**src/hdl/b2da_pkg.sv**
```systemverilog
package b2da_pkg;

	localparam logic [5:0] ASCII_ZERO = 6'd48;

	localparam logic [1:0] STEP_IDLE = 2'd0;
	localparam logic [1:0] STEP_DABBLE = 2'd1;
	localparam logic [1:0] STEP_SKIP = 2'd2;
	localparam logic [1:0] STEP_EMIT = 2'd3;

	localparam logic [1:0] COND_IN_XFER = 2'd0;
	localparam logic [1:0] COND_BITS_LAST = 2'd1;
	localparam logic [1:0] COND_LEAD_DONE = 2'd2;
	localparam logic [1:0] COND_OUT_LAST = 2'd3;

	typedef struct packed {
		logic [1:0] cond;
		logic [1:0] target;
		logic       accept;
		logic       dabble;
		logic       skip;
		logic       emit;
	} uword_t;

	typedef struct packed {
		logic load;
		logic dabble;
		logic shift;
	} ctrl_t;

	typedef struct packed {
		logic bits_last;
		logic top_zero;
		logic cnt_zero;
	} status_t;

	function automatic uword_t ucode(input logic [1:0] step);
		uword_t w;
		w = '0;
		unique case (step)
			STEP_IDLE: begin
				w.cond = COND_IN_XFER;
				w.target = STEP_DABBLE;
				w.accept = 1'b1;
			end
			STEP_DABBLE: begin
				w.cond = COND_BITS_LAST;
				w.target = STEP_SKIP;
				w.dabble = 1'b1;
			end
			STEP_SKIP: begin
				w.cond = COND_LEAD_DONE;
				w.target = STEP_EMIT;
				w.skip = 1'b1;
			end
			STEP_EMIT: begin
				w.cond = COND_OUT_LAST;
				w.target = STEP_IDLE;
				w.emit = 1'b1;
			end
			default: w = '0;
		endcase
		return w;
	endfunction

endpackage

```
**src/hdl/b2da_dpath.sv**
```systemverilog
module b2da_dpath
	import b2da_pkg::*;
#(
	parameter int VALUE_BITS = 32
) (
	input  logic                  clk,
	input  logic                  arst_n,
	input  ctrl_t                 ctrl,
	input  logic [VALUE_BITS-1:0] value_in,
	output status_t               status,
	output logic [5:0]            digit_char
);

	localparam int DIGITS = (VALUE_BITS * 30103) / 100000 + 1;
	localparam int BCD_W = DIGITS * 4;
	localparam int BC_W = $clog2(VALUE_BITS + 1);
	localparam int DC_W = (DIGITS > 1) ? $clog2(DIGITS) : 1;

	logic [VALUE_BITS-1:0] bin_q;
	logic [BCD_W-1:0]      bcd_q;
	logic [BCD_W-1:0]      bcd_adj;
	logic [BC_W-1:0]       bit_cnt_q;
	logic [DC_W-1:0]       dig_cnt_q;
	logic [3:0]            top_digit;

	always_comb begin
		for (int i = 0; i < DIGITS; i++) begin
			if (bcd_q[i*4 +: 4] >= 4'd5) begin
				bcd_adj[i*4 +: 4] = bcd_q[i*4 +: 4] + 4'd3;
			end else begin
				bcd_adj[i*4 +: 4] = bcd_q[i*4 +: 4];
			end
		end
	end

	always_ff @(posedge clk) begin
		if (ctrl.load) begin
			bin_q <= value_in;
			bcd_q <= '0;
		end else if (ctrl.dabble) begin
			bin_q <= {bin_q[VALUE_BITS-2:0], 1'b0};
			bcd_q <= {bcd_adj[BCD_W-2:0], bin_q[VALUE_BITS-1]};
		end else if (ctrl.shift) begin
			bcd_q <= {bcd_q[BCD_W-5:0], 4'd0};
		end
	end

	always_ff @(posedge clk or negedge arst_n) begin
		if (!arst_n) begin
			bit_cnt_q <= '0;
			dig_cnt_q <= '0;
		end else if (ctrl.load) begin
			bit_cnt_q <= BC_W'(VALUE_BITS);
			dig_cnt_q <= DC_W'(DIGITS - 1);
		end else begin
			if (ctrl.dabble) begin
				bit_cnt_q <= bit_cnt_q - 1'b1;
			end
			if (ctrl.shift && dig_cnt_q != '0) begin
				dig_cnt_q <= dig_cnt_q - 1'b1;
			end
		end
	end

	assign top_digit = bcd_q[BCD_W-1 -: 4];
	assign digit_char = ASCII_ZERO + {2'b00, top_digit};
	assign status.bits_last = (bit_cnt_q == BC_W'(1));
	assign status.top_zero = (top_digit == 4'd0);
	assign status.cnt_zero = (dig_cnt_q == '0);

endmodule

```
**src/hdl/binary_to_decimal_ascii.sv**
```systemverilog
// Channel   Dir  Payload                                   Item
// s_axis    in   tdata[VALUE_BITS-1:0] value               one number
// m_axis    out  tdata[5:0] digit_char, tlast last_digit   one digit character
//
// An item passes through the accept step, one double dabble step per input
// bit, a pass over the leading zero digits and an emit step per emitted digit,
// all run by the step table.
// One item is in work at a time; s_axis_tready is high only in the idle step.
// A stall on m_axis holds the current digit until it is taken.
// Reset returns the step counter to idle; no result is pending after reset.
module binary_to_decimal_ascii
	import b2da_pkg::*;
#(
	parameter int VALUE_BITS = 32
) (
	input  logic                              clk,
	input  logic                              arst_n,
	input  logic                              s_axis_tvalid,
	output logic                              s_axis_tready,
	// value
	input  logic [((VALUE_BITS+7)/8)*8-1:0]   s_axis_tdata,
	output logic                              m_axis_tvalid,
	input  logic                              m_axis_tready,
	// digit_char, then zero fill
	output logic [7:0]                        m_axis_tdata,
	output logic                              m_axis_tlast
);

	logic [1:0] pc_q;
	uword_t     uw;
	status_t    status;
	ctrl_t      ctrl;
	logic [5:0] digit_char;
	logic       cond;
	logic       in_xfer;
	logic       out_xfer;

	assign uw = ucode(pc_q);
	assign s_axis_tready = uw.accept;
	assign m_axis_tvalid = uw.emit;
	assign in_xfer = s_axis_tvalid && s_axis_tready;
	assign out_xfer = m_axis_tvalid && m_axis_tready;

	always_comb begin
		unique case (uw.cond)
			COND_IN_XFER: cond = in_xfer;
			COND_BITS_LAST: cond = status.bits_last;
			COND_LEAD_DONE: cond = !status.top_zero || status.cnt_zero;
			COND_OUT_LAST: cond = out_xfer && status.cnt_zero;
			default: cond = 1'b0;
		endcase
	end

	assign ctrl.load = uw.accept && in_xfer;
	assign ctrl.dabble = uw.dabble;
	assign ctrl.shift = (uw.skip && !cond) || (uw.emit && out_xfer);

	always_ff @(posedge clk or negedge arst_n) begin
		if (!arst_n) begin
			pc_q <= STEP_IDLE;
		end else if (cond) begin
			pc_q <= uw.target;
		end
	end

	b2da_dpath #(
		.VALUE_BITS(VALUE_BITS)
	) u_dpath (
		.clk(clk),
		.arst_n(arst_n),
		.ctrl(ctrl),
		.value_in(s_axis_tdata[VALUE_BITS-1:0]),
		.status(status),
		.digit_char(digit_char)
	);

	assign m_axis_tdata = {2'b00, digit_char};
	assign m_axis_tlast = status.cnt_zero;

`ifndef SYNTHESIS
	a_digit_range: assert property (@(posedge clk) disable iff (!arst_n)
		m_axis_tvalid |-> (digit_char >= ASCII_ZERO && digit_char <= ASCII_ZERO + 6'd9))
		else $error("digit out of range");
	a_one_side: assert property (@(posedge clk) disable iff (!arst_n)
		!(s_axis_tready && m_axis_tvalid))
		else $error("input accepted while a digit is pending");
	a_last_idle: assert property (@(posedge clk) disable iff (!arst_n)
		(out_xfer && m_axis_tlast) |=> s_axis_tready)
		else $error("sequencer did not return to idle after last digit");
	a_first_nonzero: assert property (@(posedge clk) disable iff (!arst_n)
		(pc_q == STEP_SKIP && cond && !status.cnt_zero) |-> !status.top_zero)
		else $error("leading zero reached emission");
`endif

endmodule
```
**config.mk**
```make
export PLATFORM = sky130hd
export DESIGN_NAME = binary_to_decimal_ascii
export DESIGN_NICKNAME = d
export VERILOG_FILES = /design/src/hdl/b2da_pkg.sv /design/src/hdl/b2da_dpath.sv /design/src/hdl/binary_to_decimal_ascii.sv
export SDC_FILE = /design/constraint.sdc
export NUM_CORES = 1
export LEC_CHECK = 0
export ABC_AREA = 1
export BUFFER_PORTS_ARGS = -buffer_cell sky130_fd_sc_hd__buf_2
export CAP_MARGIN = 10
export CORE_AREA = 2 2 103 105
export DETAILED_ROUTE_END_ITERATION = 6
export DIE_AREA = 0 0 105 107
export GPL_TIMING_DRIVEN = 0
export PLACE_DENSITY = 0.68
export SLEW_MARGIN = 0
export SYNTH_ARGS = -nofsm -noshare
export SYNTH_HDL_FRONTEND = slang
export SYNTH_HIERARCHICAL = 1
export SYNTH_SLANG_ARGS = --single-unit
```
**constraint.sdc**
```tcl
create_clock -name clk -period 4.99 [get_ports clk]
set_clock_uncertainty 0.1 [all_clocks]
set_input_delay 1.2475 -clock clk [delete_from_list [all_inputs] [get_ports clk]]
set_output_delay 1.2475 -clock clk [all_outputs]
set_load 0.05 [all_outputs]
```
==> impl_results.md <==
- Root buffer cell: clkbuf_8
- Minimum clock period: 2.88 ns
- Multi-input logic area: 2350 sq um
- Final instance area: 5570 sq um
- Arr. time, crit path: 1.53 ns
- Tot GR Track Use: 21.9%
- Max-Slew Margin vs Limit: 50.5%
- Final ANT Viol Nets: 0
- GR Util met3: 4.13%
- Pwr/cell area: 758 nW/um^2
- Max IR drop VDD: 0.000264 V
- Final Max Slew Viols: 0
- Initial Util: 49.1%
- Total global routing overflow: 0
- Final cell utilization of the core: 55.2%
- CTS buffer count: 9
- I/O pin cnt: 47
- Seq/Total Area, Yosys: 41.6%
- I/O Buffers: 42
- Number of global-route vias before repair: 4415
- Clock transition at path regs: 0.09 ns
- Outcome: completed
- DRC: 0
- Worst skew pair latency: 0.36 ns
- Sink Count: 84
- Postcts setup bufs: 0
- Final Hold Viols: 0
- Final setup violation count: 0
- Inserted Diodes: 0
- Least-Margin Pin Slew: 0.741 ns
- Maximum level of the CTS H-tree: 3
- Number of flops mapped to enable cells by yosys: 32
- Commonest non-fill, non-tap cell in the layout: nand2_1
- Cts hold-fix bufs: 0
- Final nets: 791
- Die X-Extent: 105 um
- Synth unique cells: 36
- Most used cell along the critical path: inv_1
- Filler Cell Count: 1016
- Area Growth Syn to Fin: 12.5%
- Antenna violations before repair: 0
- Max-cap violations: 0
- WP buf/inv: 3
- Hold Path Class: flip-flop to flip-flop
- Total Die Area: 11200 sq um
- DR pass1 iterations: 5
- First-pass GRT wire length: 20.1 mm
- Placed Area: 5370 sq um
- Rows: 37
- Max frequency: 347 MHz
- CP Capture Type: primary output
- Met1 usage: 26.7%
- Commonest non-fill, non-tap cells in the layout: nand2_1, inv_1, o21ai_0
- Largest net degree at the start of global routing: 19
- Die Ht: 107 um
- Vias/cell: 5.15
- Clock Path Buffers: 2
- Post-detail-place hpwl: 8.36 mm
- Share of cells above drive strength 1: 12.2%
- Post_cts resized: 0
- CTS tree: built
- Average cell area after synthesis: 7.41 sq um
- Register area: 2060 sq um
- Most used DFF post-synth: dfxtp_1
- P_leak: 2.76 nW
- Critical Path Source Type: flip-flop
- Worst path slowest cell: dfrtp_1
- Syn Inst Count: 668
- Vias: 4451
- Async set or reset register ratio after synthesis: 14.3%
- Final period utilization: 57.7%
- Met2 Use GR: 37.9%
- Final setup margin: 2.11 ns
- CP peak stage delay: 0.37 ns
- Routed wire length: 11.7 mm
- Pre-CTS setup slack: 1.75 ns
- Top Family by Delay on Critical Path: buffers and inverters
- RD Place Congestion: 0.834
- Worst-path maximum fanout: 5
- Top Usage Layer GRT: met2
- CP Data Required Time: 3.64 ns
- RSZ-0062 raised after global routing: no
- Wire per inst: 13.5 um
- Core Area: 10100 sq um
- Synthesized cell area: 4950 sq um
- DR iter-0 viols: 327
- Crit path cell chain: inv_1, ha_1, nand3_1, inv_1, buf_2
- Setup_tns: 0 ns
- CP Class: flip-flop to primary output
- Yosys reg bits: 84
- Synth warn: 6
-- cell type report --
class | count | share of cell area, %
inverters | 95 | 6.44
repair buffers | 43 | 4.27
flip-flops and latches | 84 | 37.0
clock buffers | 9 | 2.22
plain buffers | 33 | 3.41
clock inverters | 7 | 1.46
well taps | 136 | 3.05
multi-input cells | 458 | 42.1
-- cell usage after synthesis, types with 4 or more instances --
cell type | instances | area [sq um]
nand2_1 | 205 | 769
o21ai_1 | 7 | 35.0
buf_2 | 8 | 40.0
nor3_1 | 9 | 45.0
clkbuf_1 | 11 | 41.3
ha_1 | 31 | 388
o21ai_0 | 59 | 295
xor2_1 | 10 | 87.6
dfrtp_1 | 12 | 300
a21oi_1 | 45 | 225
nand3_1 | 49 | 245
nand4_1 | 11 | 68.8
a211oi_1 | 4 | 30.0
dfxtp_1 | 40 | 801
inv_1 | 92 | 345
nor2_1 | 11 | 41.3
edfxtp_1 | 32 | 961
buf_4 | 11 | 82.6
-- worst reg2reg max path: stages (launching register included) --
cell	delay [ns]
dfxtp_1	0.36
inv_1	0.10
ha_1	0.18
inv_1	0.06
or2_2	0.28
nor2_1	0.21
nand2_1	0.08
nand2_1	0.07
nand3_2	0.10
nand2_2	0.10
nand2_1	0.06
nand2_1	0.18
inv_1	0.18
nand2_4	0.16
buf_2	0.29
nand3_1	0.12
nand2_1	0.07
inv_1	0.04
-- registers in the layout, indices dropped and copies added, names as in the netlist --
| signal | count |
|---|---|
| u_dpath/dig_cnt_q | 4 |
| pc_q | 2 |
| u_dpath/bcd_q | 40 |
| u_dpath/bit_cnt_q | 6 |
| u_dpath/bin_q | 32 |
-- report_power, final --
group	switching, mW	internal [mW]	total [mW]
sequential	0.229	1.16	1.39
combinational	1.53	0.800	2.33
clock	0.272	0.238	0.510
-- path summary, 6_finish.rpt --
| check | depth (start not counted) | slack, ns | end | startpoint |
|---|---|---|---|---|
| worst max-delay path | 5 | 2.11 | m_axis_tlast | u_dpath/dig_cnt_q[1] |
| worst min-delay path | 2 | 0.39 | u_dpath/dig_cnt_q[3] | u_dpath/dig_cnt_q[3] |
| worst max register to register | 17 | 2.16 | u_dpath/bcd_q[33] | u_dpath/bcd_q[36] |
| worst min register to register | 2 | 0.39 | u_dpath/dig_cnt_q[3] | u_dpath/dig_cnt_q[3] |
| max in group asynchronous | 1 | 3.91 | u_dpath/bit_cnt_q[0] | arst_n |
| min in group asynchronous | 1 | 0.66 | u_dpath/dig_cnt_q[1] | arst_n |
-- metrics by stage --
step           hold WS, ns  total power, mW  instances
2_1_floorplan        0.352             3.09        670
3_3_place_gp         0.365             3.57        848
3_5_place_dp         0.370             3.70        849
4_1_cts              0.392             4.22        865
5_1_grt              0.419             4.63        865
6_report             0.389             4.23        865
-- routing by layer --
layer | vias to the layer above | wire (um)
met5 | - | 0
met4 | 0 | 264
met3 | 20 | 609
met2 | 128 | 5540
met1 | 2035 | 5280
li1 | 2268 | -
-- kinds of logic after synthesis --
group,share of synthesized area [%]
compound gates,12.8
simple gates,24.7
other cells,0.152
buf+inv,11.1
flops,41.6
fa+ha+maj,7.83
xor+xnor,1.77
Note: power is estimated with default switching activity, not from simulation.
